File: config.mk
export PLATFORM = sky130hd
export DESIGN_NAME = pcx_rle_plane_encoder
export DESIGN_NICKNAME = d
export VERILOG_FILES = /design/src/rtl/pcx_pkg.sv /design/src/rtl/pcx_rle_plane_encoder.sv /design/src/rtl/pcx_fifo.sv /design/src/rtl/pcx_extract.sv /design/src/rtl/pcx_classify.sv /design/src/rtl/pcx_emit.sv
export SDC_FILE = /design/constraint.sdc
export NUM_CORES = 1
export LEC_CHECK = 0
export BUFFER_PORTS_ARGS = -buffer_cell sky130_fd_sc_hd__buf_2
export CAP_MARGIN = 15
export CORE_UTILIZATION = 66
export DETAILED_ROUTE_END_ITERATION = 10
export HOLD_SLACK_MARGIN = 0.05
export PLACE_DENSITY = 0.85
export SLEW_MARGIN = 5
export SYNTH_ARGS = -nofsm -noshare
export SYNTH_HDL_FRONTEND = slang
export SYNTH_SLANG_ARGS = --single-unit
File: constraint.sdc
create_clock -name clk -period 6.7 [get_ports clk]
set_input_delay 1.34 -clock clk [delete_from_list [all_inputs] [get_ports clk]]
set_output_delay 1.34 -clock clk [all_outputs]
set_load 0.01 [all_outputs]
File: src/rtl/pcx_pkg.sv
`timescale 1ns / 1ps
// ----------------------------------------------------------------------------
// pcx_pkg
// Shared types, codes and helper functions of the PCX plane run-length encoder.
// ----------------------------------------------------------------------------
package pcx_pkg;

	localparam logic [7:0] MARK_BASE = 8'hC0;
	localparam logic [7:0] ESCAPE    = 8'hC1;
	localparam logic [7:0] MARK_FULL = 8'hFF;
	localparam logic [5:0] RUN_LAST  = 6'd62;

	localparam int unsigned CFG_ADDR_W = 2;
	localparam int unsigned CFG_DATA_W = 16;

	localparam logic [CFG_ADDR_W-1:0] REG_BPP   = 2'd0;
	localparam logic [CFG_ADDR_W-1:0] REG_RED   = 2'd1;
	localparam logic [CFG_ADDR_W-1:0] REG_GREEN = 2'd2;
	localparam logic [CFG_ADDR_W-1:0] REG_BLUE  = 2'd3;

	localparam logic [2:0] BPP_ONE   = 3'd1;
	localparam logic [2:0] BPP_TWO   = 3'd2;
	localparam logic [2:0] BPP_THREE = 3'd3;
	localparam logic [2:0] BPP_FOUR  = 3'd4;

	localparam logic [1:0] PLANE_RED   = 2'd0;
	localparam logic [1:0] PLANE_GREEN = 2'd1;

	localparam logic [15:0] RED_MASK_RST   = 16'hF800;
	localparam logic [15:0] GREEN_MASK_RST = 16'h07E0;
	localparam logic [15:0] BLUE_MASK_RST  = 16'h001F;

	// extracted channel value on its way to the run encoder
	typedef struct packed {
		logic [7:0] value;
		logic       seg_end;
	} chan_t;

	// all bytes caused by one pixel, first byte in bytes[0]
	typedef struct packed {
		logic [3:0][7:0] bytes;
		logic [1:0]      last_idx;
		logic            seg_end;
	} entry_t;

	typedef struct packed {
		logic [1:0] n;
		logic [7:0] b0;
		logic [7:0] b1;
	} flush_t;

	// bytes sent for a pending run
	function automatic flush_t flush_run(input logic [7:0] value, input logic [5:0] len);
		flush_t f;
		f.n  = 2'd2;
		f.b0 = MARK_BASE + {2'b00, len};
		f.b1 = value;
		if (len == 6'd0) begin
			f.n = 2'd0;
		end else if (len == 6'd1) begin
			if (value >= MARK_BASE) begin
				f.b0 = ESCAPE;
			end else begin
				f.n  = 2'd1;
				f.b0 = value;
			end
		end
		return f;
	endfunction

	// rotate amount (top mask bit - 7) mod 32, empty mask counts as bit -1
	function automatic logic [4:0] rot_amount(input logic [15:0] mask);
		logic [4:0] r;
		r = 5'd24;
		for (int b = 0; b < 16; b++) begin
			if (mask[b]) begin
				r = 5'(b + 25);
			end
		end
		return r;
	endfunction

endpackage

File: src/rtl/pcx_rle_plane_encoder.sv
`timescale 1ns / 1ps
// ----------------------------------------------------------------------------
// pcx_rle_plane_encoder
// PCX run-length encoder for one 8-bit channel extracted from raw pixels.
// ----------------------------------------------------------------------------
// The front end takes one pixel per cycle while the queue is not full: it
// extracts the channel into a register and then updates the run state,
// writing all bytes caused by that pixel (up to four) as one group into a
// queue of FIFO_DEPTH groups. The back end sends one byte per cycle from the
// queue through an output register while out_ready does not stall it, so the
// pixel rate follows the bytes each pixel produces, two per pixel for
// alternating escaped values. Bytes pass the extraction register, queue
// and output register. Configuration takes effect on the next pixel.
// ----------------------------------------------------------------------------
module pcx_rle_plane_encoder #(
	parameter int unsigned FIFO_DEPTH = 4
) (
	input  logic                           clk,
	input  logic                           arst_n,
	input  logic                           cfg_write,
	input  logic [pcx_pkg::CFG_ADDR_W-1:0] cfg_addr,
	input  logic [pcx_pkg::CFG_DATA_W-1:0] cfg_wdata,
	input  logic                           in_valid,
	output logic                           in_ready,
	input  logic [31:0]                    pixel_raw,
	input  logic [1:0]                     plane,
	input  logic                           segment_end,
	output logic                           out_valid,
	input  logic                           out_ready,
	output logic [7:0]                     out_byte,
	output logic                           item_last,
	output logic                           segment_done
);

	logic            chan_valid;
	logic            chan_take;
	pcx_pkg::chan_t  chan;
	logic            fifo_full;
	logic            fifo_empty;
	logic            push;
	logic            pop;
	pcx_pkg::entry_t entry;
	pcx_pkg::entry_t head;

	pcx_extract u_extract (
		.clk         (clk),
		.arst_n      (arst_n),
		.cfg_write   (cfg_write),
		.cfg_addr    (cfg_addr),
		.cfg_wdata   (cfg_wdata),
		.in_valid    (in_valid),
		.in_ready    (in_ready),
		.pixel_raw   (pixel_raw),
		.plane       (plane),
		.segment_end (segment_end),
		.chan_valid  (chan_valid),
		.chan_take   (chan_take),
		.chan        (chan)
	);

	pcx_classify u_classify (
		.clk        (clk),
		.arst_n     (arst_n),
		.chan_valid (chan_valid),
		.chan_take  (chan_take),
		.chan       (chan),
		.fifo_full  (fifo_full),
		.push       (push),
		.entry      (entry)
	);

	pcx_fifo #(
		.DEPTH (FIFO_DEPTH)
	) u_fifo (
		.clk       (clk),
		.arst_n    (arst_n),
		.push      (push),
		.push_data (entry),
		.pop       (pop),
		.head      (head),
		.empty     (fifo_empty),
		.full      (fifo_full)
	);

	pcx_emit u_emit (
		.clk          (clk),
		.arst_n       (arst_n),
		.head         (head),
		.empty        (fifo_empty),
		.pop          (pop),
		.out_valid    (out_valid),
		.out_ready    (out_ready),
		.out_byte     (out_byte),
		.item_last    (item_last),
		.segment_done (segment_done)
	);

endmodule

File: src/rtl/pcx_fifo.sv
`timescale 1ns / 1ps
// ----------------------------------------------------------------------------
// pcx_fifo
// Small register queue of encoded byte groups between front and back end.
// ----------------------------------------------------------------------------
module pcx_fifo #(
	parameter int unsigned DEPTH = 4
) (
	input  logic            clk,
	input  logic            arst_n,
	input  logic            push,
	input  pcx_pkg::entry_t push_data,
	input  logic            pop,
	output pcx_pkg::entry_t head,
	output logic            empty,
	output logic            full
);

	localparam int unsigned PTR_W = (DEPTH > 1) ? $clog2(DEPTH) : 1;
	localparam int unsigned CNT_W = $clog2(DEPTH + 1);
	localparam logic [PTR_W-1:0] PTR_LAST = PTR_W'(DEPTH - 1);

	pcx_pkg::entry_t  mem_q [DEPTH];
	logic [PTR_W-1:0] wr_ptr_q;
	logic [PTR_W-1:0] rd_ptr_q;
	logic [CNT_W-1:0] count_q;
	logic             do_push;
	logic             do_pop;

	assign empty   = (count_q == '0);
	assign full    = (count_q == CNT_W'(DEPTH));
	assign do_push = push && !full;
	assign do_pop  = pop && !empty;
	assign head    = mem_q[rd_ptr_q];

	always_ff @(posedge clk or negedge arst_n) begin
		if (!arst_n) begin
			wr_ptr_q <= '0;
			rd_ptr_q <= '0;
			count_q  <= '0;
		end else begin
			if (do_push) begin
				wr_ptr_q <= (wr_ptr_q == PTR_LAST) ? '0 : wr_ptr_q + 1'b1;
			end
			if (do_pop) begin
				rd_ptr_q <= (rd_ptr_q == PTR_LAST) ? '0 : rd_ptr_q + 1'b1;
			end
			if (do_push && !do_pop) begin
				count_q <= count_q + 1'b1;
			end else if (do_pop && !do_push) begin
				count_q <= count_q - 1'b1;
			end
		end
	end

	always_ff @(posedge clk) begin
		if (do_push) begin
			mem_q[wr_ptr_q] <= push_data;
		end
	end

endmodule

File: src/rtl/pcx_extract.sv
`timescale 1ns / 1ps
// ----------------------------------------------------------------------------
// pcx_extract
// Configuration registers and channel extraction stage of the front end.
// ----------------------------------------------------------------------------
module pcx_extract (
	input  logic                               clk,
	input  logic                               arst_n,
	input  logic                               cfg_write,
	input  logic [pcx_pkg::CFG_ADDR_W-1:0]     cfg_addr,
	input  logic [pcx_pkg::CFG_DATA_W-1:0]     cfg_wdata,
	input  logic                               in_valid,
	output logic                               in_ready,
	input  logic [31:0]                        pixel_raw,
	input  logic [1:0]                         plane,
	input  logic                               segment_end,
	output logic                               chan_valid,
	input  logic                               chan_take,
	output pcx_pkg::chan_t                     chan
);

	logic [2:0]     bpp_q;
	logic [15:0]    red_mask_q;
	logic [15:0]    green_mask_q;
	logic [15:0]    blue_mask_q;
	logic [4:0]     red_rot_q;
	logic [4:0]     green_rot_q;
	logic [4:0]     blue_rot_q;
	logic           valid_s1;
	pcx_pkg::chan_t chan_s1;
	logic [15:0]    sel_mask;
	logic [4:0]     sel_rot;
	logic [31:0]    masked;
	logic [63:0]    rotated;
	logic [7:0]     wide_byte;
	logic [7:0]     value;

	always_ff @(posedge clk or negedge arst_n) begin
		if (!arst_n) begin
			bpp_q        <= pcx_pkg::BPP_FOUR;
			red_mask_q   <= pcx_pkg::RED_MASK_RST;
			green_mask_q <= pcx_pkg::GREEN_MASK_RST;
			blue_mask_q  <= pcx_pkg::BLUE_MASK_RST;
			red_rot_q    <= pcx_pkg::rot_amount(pcx_pkg::RED_MASK_RST);
			green_rot_q  <= pcx_pkg::rot_amount(pcx_pkg::GREEN_MASK_RST);
			blue_rot_q   <= pcx_pkg::rot_amount(pcx_pkg::BLUE_MASK_RST);
		end else if (cfg_write) begin
			unique case (cfg_addr)
				pcx_pkg::REG_BPP: begin
					bpp_q <= cfg_wdata[2:0];
				end
				pcx_pkg::REG_RED: begin
					red_mask_q <= cfg_wdata;
					red_rot_q  <= pcx_pkg::rot_amount(cfg_wdata);
				end
				pcx_pkg::REG_GREEN: begin
					green_mask_q <= cfg_wdata;
					green_rot_q  <= pcx_pkg::rot_amount(cfg_wdata);
				end
				pcx_pkg::REG_BLUE: begin
					blue_mask_q <= cfg_wdata;
					blue_rot_q  <= pcx_pkg::rot_amount(cfg_wdata);
				end
				default: begin
				end
			endcase
		end
	end

	always_comb begin
		case (plane)
			pcx_pkg::PLANE_RED: begin
				sel_mask  = red_mask_q;
				sel_rot   = red_rot_q;
				wide_byte = pixel_raw[23:16];
			end
			pcx_pkg::PLANE_GREEN: begin
				sel_mask  = green_mask_q;
				sel_rot   = green_rot_q;
				wide_byte = pixel_raw[15:8];
			end
			default: begin
				sel_mask  = blue_mask_q;
				sel_rot   = blue_rot_q;
				wide_byte = pixel_raw[7:0];
			end
		endcase
		masked  = {16'h0000, pixel_raw[15:0] & sel_mask};
		rotated = {masked, masked} >> sel_rot;
		unique case (bpp_q) inside
			pcx_pkg::BPP_ONE:                     value = pixel_raw[7:0];
			pcx_pkg::BPP_TWO:                     value = rotated[7:0];
			pcx_pkg::BPP_THREE, pcx_pkg::BPP_FOUR: value = wide_byte;
			default:                              value = 8'h00;
		endcase
	end

	assign in_ready   = !valid_s1 || chan_take;
	assign chan_valid = valid_s1;
	assign chan       = chan_s1;

	always_ff @(posedge clk or negedge arst_n) begin
		if (!arst_n) begin
			valid_s1 <= 1'b0;
		end else if (in_ready) begin
			valid_s1 <= in_valid;
		end
	end

	always_ff @(posedge clk) begin
		if (in_valid && in_ready) begin
			chan_s1.value   <= value;
			chan_s1.seg_end <= segment_end;
		end
	end

endmodule

File: src/rtl/pcx_classify.sv
`timescale 1ns / 1ps
// ----------------------------------------------------------------------------
// pcx_classify
// Run tracking: turns each channel value into the group of bytes it causes.
// ----------------------------------------------------------------------------
module pcx_classify (
	input  logic            clk,
	input  logic            arst_n,
	input  logic            chan_valid,
	output logic            chan_take,
	input  pcx_pkg::chan_t  chan,
	input  logic            fifo_full,
	output logic            push,
	output pcx_pkg::entry_t entry
);

	logic [7:0]       run_value_q;
	logic [5:0]       run_length_q;
	logic             in_segment_q;
	logic [7:0]       next_value;
	logic [5:0]       next_length;
	pcx_pkg::flush_t  first;
	pcx_pkg::flush_t  second;
	logic [1:0]       second_n;
	logic [2:0]       total;

	assign chan_take = chan_valid && !fifo_full;

	always_comb begin
		first       = '0;
		next_value  = chan.value;
		next_length = 6'd1;
		if (!in_segment_q) begin
			first = '0;
		end else if (chan.value == run_value_q) begin
			next_value  = run_value_q;
			next_length = run_length_q + 1'b1;
			if (run_length_q == pcx_pkg::RUN_LAST) begin
				first.n     = 2'd2;
				first.b0    = pcx_pkg::MARK_FULL;
				first.b1    = run_value_q;
				next_length = 6'd0;
			end
		end else begin
			first = pcx_pkg::flush_run(run_value_q, run_length_q);
		end
		second   = pcx_pkg::flush_run(next_value, next_length);
		second_n = chan.seg_end ? second.n : 2'd0;
		total    = {1'b0, first.n} + {1'b0, second_n};

		entry.bytes = '0;
		case (first.n)
			2'd0: begin
				entry.bytes[0] = second.b0;
				entry.bytes[1] = second.b1;
			end
			2'd1: begin
				entry.bytes[0] = first.b0;
				entry.bytes[1] = second.b0;
				entry.bytes[2] = second.b1;
			end
			default: begin
				entry.bytes[0] = first.b0;
				entry.bytes[1] = first.b1;
				entry.bytes[2] = second.b0;
				entry.bytes[3] = second.b1;
			end
		endcase
		entry.last_idx = 2'(total - 3'd1);
		entry.seg_end  = chan.seg_end;
	end

	assign push = chan_take && (total != 3'd0);

	always_ff @(posedge clk or negedge arst_n) begin
		if (!arst_n) begin
			run_value_q  <= 8'h00;
			run_length_q <= 6'd0;
			in_segment_q <= 1'b0;
		end else if (chan_take) begin
			run_value_q  <= next_value;
			run_length_q <= chan.seg_end ? 6'd0 : next_length;
			in_segment_q <= !chan.seg_end;
		end
	end

endmodule

File: src/rtl/pcx_emit.sv
`timescale 1ns / 1ps
// ----------------------------------------------------------------------------
// pcx_emit
// Back end: sends the queued byte groups one byte per cycle, while out_ready
// does not stall it, through an output register.
// ----------------------------------------------------------------------------
module pcx_emit (
	input  logic            clk,
	input  logic            arst_n,
	input  pcx_pkg::entry_t head,
	input  logic            empty,
	output logic            pop,
	output logic            out_valid,
	input  logic            out_ready,
	output logic [7:0]      out_byte,
	output logic            item_last,
	output logic            segment_done
);

	logic [1:0] idx_q;
	logic       valid_q;
	logic [7:0] byte_q;
	logic       last_q;
	logic       done_q;
	logic       load;
	logic       is_last;

	assign load    = !empty && (!valid_q || out_ready);
	assign is_last = (idx_q == head.last_idx);
	assign pop     = load && is_last;

	always_ff @(posedge clk or negedge arst_n) begin
		if (!arst_n) begin
			valid_q <= 1'b0;
			idx_q   <= 2'd0;
		end else begin
			if (load) begin
				valid_q <= 1'b1;
				idx_q   <= is_last ? 2'd0 : idx_q + 1'b1;
			end else if (out_ready) begin
				valid_q <= 1'b0;
			end
		end
	end

	always_ff @(posedge clk) begin
		if (load) begin
			byte_q <= head.bytes[idx_q];
			last_q <= is_last;
			done_q <= is_last && head.seg_end;
		end
	end

	assign out_valid    = valid_q;
	assign out_byte     = byte_q;
	assign item_last    = last_q;
	assign segment_done = done_q;

endmodule
* Word level (Yosys, flattened, before mapping) *
Memory sizes are Yosys's and may differ from the RTL's.
Index checks and enable logic that the tools add are counted.

word-level totals
  word-level logic and storage cells = 142
  bits in registers = 111
  bits in read-only memories = 0
  RAM bits = 140
  memories = 1
  latch bits = 0
  input bits = 58
  output and inout bits = 12

memories
  memory        depth  width  read ports  clocked after memory_dff  wr ports  RTL line        RTL
  u_fifo.mem_q  4      35     1           0                         1         pcx_fifo.sv:23  pcx_pkg::entry_t mem_q [DEPTH];

operators by class
  $lt $le $gt $ge = 3
  bitwise operators = 1
  mux-type cells = 54
  shifts and indexed selects = 1
  eq/ne operators = 17
  multiply operators = 0
  $add $sub $neg = 10
  reduce and logical (&&, ||, !) cells = 34
  divide/modulo/power cells = 0

operator list
  kind                 number
  $mux 8               8
  $pmux 16 s2          2
  $mux 18              3
  $shr 48x5->8         1
  $mux 5               9
  $pmux 8 s2           2
  $mux 6               4
  $pmux 8 s3           1
  $mux 10              2
  $mux 2               10
  $mux 3               6
  $add 7x7->8 const A  2
  $and 16x16->16       1
  $bmux 8 s2           1
  $ge 8x8->1 const B   2
  $eq 6x1->1 const B   2
  $logic_not 6->1      2
  $logic_and 1x1->1    10
  $pmux 5 s2           1
  $eq 2x2->1 const B   4
  $eq 8x8->1           1
  $reduce_and 2->1     4
  $logic_not 1->1      7
  $add 2x1->2 const B  3
  19 further kinds     32

* Logic depth before layout (Yosys ltp) *
  depth after elaboration = 16
  depth in mapped cells = 19
  depth with buffers taken out = 18

* Hierarchy *
From an unflattened synthesis, not the netlist that was laid out.

unflattened totals
  cell total of the unflattened synthesis = 900
  area, all modules = 12,424.4 um^2

by module, submodules not included
  module        cells each  area an instance (um^2)  times used  seq. area each (um^2)
  pcx_fifo      220         5,555.3                  1           4,379.2
  pcx_extract   428         4,524.3                  1           1,976.9
  pcx_classify  211         1,657.8                  1           375.4
  pcx_emit      41          686.9                    1           375.4

* Worst setup path before layout *
Ideal clock, no wire load.

  kind = reg2reg
  start point = register u_classify.run_length_q[0]
  end point = memory u_fifo.mem_q[3][0] in the netlist's numbering (enable)
  path slack = 2.572 ns
  setup time = 0.395 ns
  clock period less this slack = 4.128 ns
  buffers on the path = 1
  data required time = 6.305 ns
  arrival time = 3.732 ns
  stages on the path, launching flop included = 13
  cells stage by stage = dfrtp_1 > buf_2 > a2111o_1 > o31ai_1 > a31oi_1 > o41a_4 > nor2_4 > nor2_1 > fa_1 > inv_1 > ha_1 > a21oi_1 > and2_1

between the ends
  longest elaborated chain between the ends = 14
  elaborated cells between the ends (all ways) = 23
  those cells by class = add/sub: 2; eq/ne: 3; mux: 13; reduce/logical: 5

ends and longest elaborated chain
  element                                           RTL line                                RTL
  from (decl)                                       pcx_classify.sv:18                      logic [5:0] run_length_q;
  from (signal assigned)                            pcx_classify.sv:82                      run_length_q <= chan.seg_end ? 6'd0 : next_length;
  $add 6x1->6 / $eq 6x6->1 (equally long branches)  pcx_classify.sv:37, pcx_classify.sv:38
  $mux 6                                            pcx_classify.sv:38                      if (run_length_q == pcx_pkg::RUN_LAST) begin
  $mux 6                                            pcx_classify.sv:35                      end else if (chan.value == run_value_q) begin
  $mux 6                                            pcx_classify.sv:33                      if (!in_segment_q) begin
  $eq 6x1->1                                        pcx_pkg.sv:60                           end else if (len == 6'd1) begin
  $mux 10                                           pcx_pkg.sv:60
  $mux 2                                            pcx_pkg.sv:58                           if (len == 6'd0) begin
  $mux 2                                            pcx_classify.sv:48                      second_n = chan.seg_end ? second.n : 2'd0;
  $add 2x2->3 *                                     pcx_classify.sv:49                      total = {1'b0, first.n} + {1'b0, second_n};
  $reduce_bool 3->1 *                               pcx_classify.sv:73                      assign push = chan_take && (total != 3'd0);
  $logic_and 1x1->1 *                               pcx_classify.sv:73
  $logic_and 1x1->1 *                               pcx_fifo.sv:32                          assign do_push = push && !full;
  net u_fifo.do_push                                pcx_fifo.sv:27                          logic do_push;
  $mux 1 *                                          pcx_fifo.sv:57                          if (do_push) begin
  $mux 1 (not written as such) *                    pcx_fifo.sv:58                          mem_q[wr_ptr_q] <= push_data;
  to (decl)                                         pcx_fifo.sv:23

The timed path passes the listed nets; every way through them passes the cells marked *.

* Final worst setup path *
  start point = register u_extract.chan_s1, in the netlist u_extract.chan[7]
  end point = memory u_fifo.mem_q[3][31] in the netlist's numbering (enable)

between the ends
  longest elaborated chain between the ends = 14
  elaborated cells between the ends (all ways) = 20
  those cells by class = add/sub: 1; order compare: 1; eq/ne: 2; mux: 12; reduce/logical: 4

ends and longest elaborated chain
  element                         RTL line            RTL
  from (decl)                     pcx_extract.sv:30   pcx_pkg::chan_t chan_s1;
  $eq 8x8->1                      pcx_classify.sv:35
  $mux 8                          pcx_classify.sv:35
  $mux 8                          pcx_classify.sv:33
  $ge 8x8->1                      pcx_pkg.sv:61       if (value >= MARK_BASE) begin
  $mux 2                          pcx_pkg.sv:61
  $mux 10                         pcx_pkg.sv:60
  $mux 2                          pcx_pkg.sv:58
  $mux 2                          pcx_classify.sv:48
  $add 2x2->3 *                   pcx_classify.sv:49
  $reduce_bool 3->1 *             pcx_classify.sv:73
  $logic_and 1x1->1 *             pcx_classify.sv:73
  $logic_and 1x1->1 *             pcx_fifo.sv:32
  net u_fifo.do_push              pcx_fifo.sv:27
  $mux 1 *                        pcx_fifo.sv:57
  $mux 1 (not written as such) *  pcx_fifo.sv:58

Marked as above.

==> impl_metrics.toml <==
[yosys]
synth-async-reset-ratio = 0.3665
yosysWarningCount = 0
synth_area_um2 = 12330
synth-seq-cells = 251
synth.area.top_cells = "edfxtp_1 39%, dfrtp_1 14%, mux4_2 8.6%"
synth_top_family_by_area = "multiplexers"
synth_xor_area_frac = 0.01137
synth_compound_gate_area_share = 0.09409
synth.avg_cell_area_um2 = 13.70
synth_flop_cell = "edfxtp_1"
synth.distinct_cells = 66
synth_top_area_share = 0.3873
synth_fp_nets = 972
synth_edf_count = 159
synthMuxAreaShare = 0.1847
yosysSeqAreaShare = 0.5765
yosys.area_share.adder = 0.01543
synthSimpleGateAreaFrac = 0.08952
yosysTopAreaCell = "edfxtp_1"
synth_cells = 900

[hold_path]
hp-start = "u_extract.blue_rot_q[4]"
worstHoldPathType = "reg2reg"

[routing]
vias = 7840
viasPerCell = 6.517
ant_nets = 0
drt_iter0_drc = 646
drc_errors = 6
dr.pass1.iters = 9
wire_per_inst_um = 21.81
totalWireLength_mm = 26.24

[cells_and_area]
layout-drive-gt1-share = 0.2854
num-nets-final = 1026
area_growth_syn_to_layout_pct = 10.02
diodes = 0
finalNonFillerCells = 1203

[global_routing]
grt_pass1_vias = 7998
grt.busiest_layer = "met2"
grt_max_degree = 52
grt_use_met2 = 0.4910
use_met1 = 0.3799
grt_pass1_wl_mm = 42.99
antenna_found_initial = 0
met3_usage = 0.03591
grt_usage = 0.2859
grt_overflow = 0

[run]
max-cap-violations = 0

[die]
fp.dieW_um = 138.7
dieHeight_um = 138.7
die_area_um2 = 19230
ios = 70
core.rowCount = 49
start_util = 0.6793
core_um2 = 18150

[sta]
finalSetupViolCount = 0
worst_slack_ns = 1.804
relSlewSlack = 0.3881
hold_viol = 0
max_freq_mhz = 204.2
tns_ns = 0
fin_crit_sh = 0.7308
worst_pin_slew_ns = 0.9094
final.min_clock_period_ns = 4.896
timing.hold.ws_ns = 0.4789
rsz0062_at_grt = "false"
clock_skew_ns = 0.01083
slew_violations = 0

[place]
placed_cells = 1155
place.gp.congestion = 0.9466
io_buffers = 61
hpwl_mm = 16.99
dp_slack_ns = 2.017

[worst_setup_path]
slowest_delay_ns = 0.59
endpoint_kind = "flip-flop"
critical_path.max_fanout = 25
crit_chain = "xnor2_1, nand4_1, nor2_1, nand2_1, o21ai_0, nor3_1, ha_1, fa_1, inv_1, ha_1, a21oi_1, and2_1, buf_4"
cp_slowest_cell = "and2_1"
reg2reg_from = "u_extract.chan[7]"
cp-start-kind = "flip-flop"
worstPathArrival_ns = 5.08
crit_required_ns = 6.88
startpoint = "u_extract.chan[7]"
path_common_cell = "ha_1"
criticalPathCategory = "reg2reg"

[clock_tree]
postCtsSetupRepairBufs = 0
cts_buffers = 26
cts_root_buffer = "clkbuf_16"
cts_tree = "yes"
clock_sinks = 251
ctsHtreeMaxLevel = 1
insertion_delay_ns = 0.53
cts-hold-fix-buffers = 0
cts.repair.resized = 0
cts_buffer_depth = 3
cts.clk_slew.worst_paths_ns = 0.06

[pwr]
peakVddDrop_mv = 0.2458
cellPowerDensity_nw_per_um2 = 394.1
leakage_nw = 5.043

[status]
violations = "design-rule violations"
status = "complete, but fails checks"
## metal layers
metal | vias up | part of all wire
met4 | 0 | 0.035
met2 | 311 | 0.50
met5 | - | 0
li1 | 3556 | -
met1 | 3893 | 0.40
met3 | 80 | 0.055
## cells in the final DEF (no fill, tap or decap), types with 6 or more instances in the layout
cell	count
edfxtp_1	159
mux2_2	78
dfrtp_1	67
buf_2	60
o21ai_0	56
nand2_1	51
mux4_2	47
nor2_1	44
mux2i_1	34
clkbuf_16	26
a21oi_1	24
dfstp_2	24
nand2b_1	23
inv_1	20
nand3_1	20
buf_4	17
o211ai_1	16
nor3_1	14
and2_1	14
nor2b_1	12
xnor2_1	12
ha_1	12
o21ai_1	8
a22o_1	8
nand4_1	8
clkbuf_1	8
o22ai_1	7
a21o_1	6
## sequential cells by signal, summed over array words and instances, names as in the netlist, 6 cells and up
signal,count
u_classify.run_value_q,8
u_extract.green_mask_q,16
u_extract.blue_mask_q,16
u_emit.out_byte,8
u_classify.run_length_q,6
u_extract.chan,9
u_fifo.mem_q,140
u_extract.red_mask_q,16
## worst paths after layout
kind,end,slack (ns),cells after the start
worst min register to register,u_extract.blue_rot_q[4],0.48,2
max in group asynchronous,u_extract.blue_mask_q[12],4.82,2
min in group asynchronous,u_classify.run_value_q[6],0.81,1
worst min-delay path,u_extract.blue_rot_q[4],0.48,2
worst max-delay path,u_fifo.mem_q[3][31],1.80,13
worst max register to register,u_fifo.mem_q[3][31],1.80,13
## synthesized netlist by cell type, types with 5 or more instances
| library cell | number |
|---|---|
| o31ai_1 | 5 |
| buf_2 | 18 |
| inv_1 | 20 |
| nor3_1 | 14 |
| mux2i_1 | 34 |
| and2_1 | 14 |
| nor2b_1 | 12 |
| buf_4 | 5 |
| ha_1 | 12 |
| o22ai_1 | 7 |
| a22o_1 | 8 |
| o211ai_1 | 16 |
| nor3b_1 | 5 |
| mux4_2 | 47 |
| a21o_1 | 6 |
| o21ai_1 | 8 |
| nand4_1 | 8 |
| edfxtp_1 | 159 |
| dfstp_2 | 24 |
| xnor2_1 | 12 |
| nand2_1 | 51 |
| and3_1 | 5 |
| nand3_1 | 20 |
| o21ai_0 | 56 |
| a21oi_1 | 24 |
| clkbuf_1 | 22 |
| dfrtp_1 | 68 |
| mux2_2 | 78 |
| nand2b_1 | 23 |
| nor2_1 | 44 |
## worst max-delay path: cells and delay by family (launching register included)
family,cells,cell delay (ns)
adders and majority gates,3,0.88
xor gates and xnor gates,1,0.22
and+or+nand+nor,5,1.54
DFF,1,0.53
AOI/OAI and AO/OA,2,0.84
buffers and inverters,2,0.51
## report_power, final
group / switching [W] / internal (W) / leakage [nW]
clock network: 0.000579 / 0.000760 / 0.392
registers: 0.000230 / 0.00214 / 2.58
logic: 0.000884 / 0.000746 / 2.07
## stage by stage
| step | util | cell area (µm²) | total power (W) |
|---|---|---|---|
| 2_1_floorplan | - | 12330 | 0.003552 |
| 3_3_place_gp | 0.7036 | 12770 | 0.003926 |
| 3_5_place_dp | 0.7036 | 12770 | 0.004006 |
| 4_1_cts | 0.7473 | 13560 | 0.005359 |
| 5_1_grt | 0.7473 | 13560 | 0.005599 |
| 6_report | 0.7473 | 13560 | 0.005344 |
## cell families (layout without fill, tap and decap cells)
logic type / Yosys count / count (layout)
XOR/XNOR: 16 / 16
AND/OR/NAND/NOR: 215 / 215
adder cells (fa/ha/maj): 14 / 14
multiplexers: 159 / 159
buffers and inverters: 71 / 145
AO/OA/AOI/OAI: 174 / 174
flip-flops: 251 / 251
## final cells by class
cell class | count | area, µm²
Clock buffer | 38 | 735.7
Clock inverter | 10 | 57.56
Timing Repair Buffer | 77 | 427.9
Inverter | 20 | 75.07
Sequential cell | 251 | 7108
Multi-Input combinational cell | 578 | 4871
Fill cell | 1136 | 4586
Tap cell | 229 | 286.5
No activity file was read; power rests on OpenSTA's default activity.
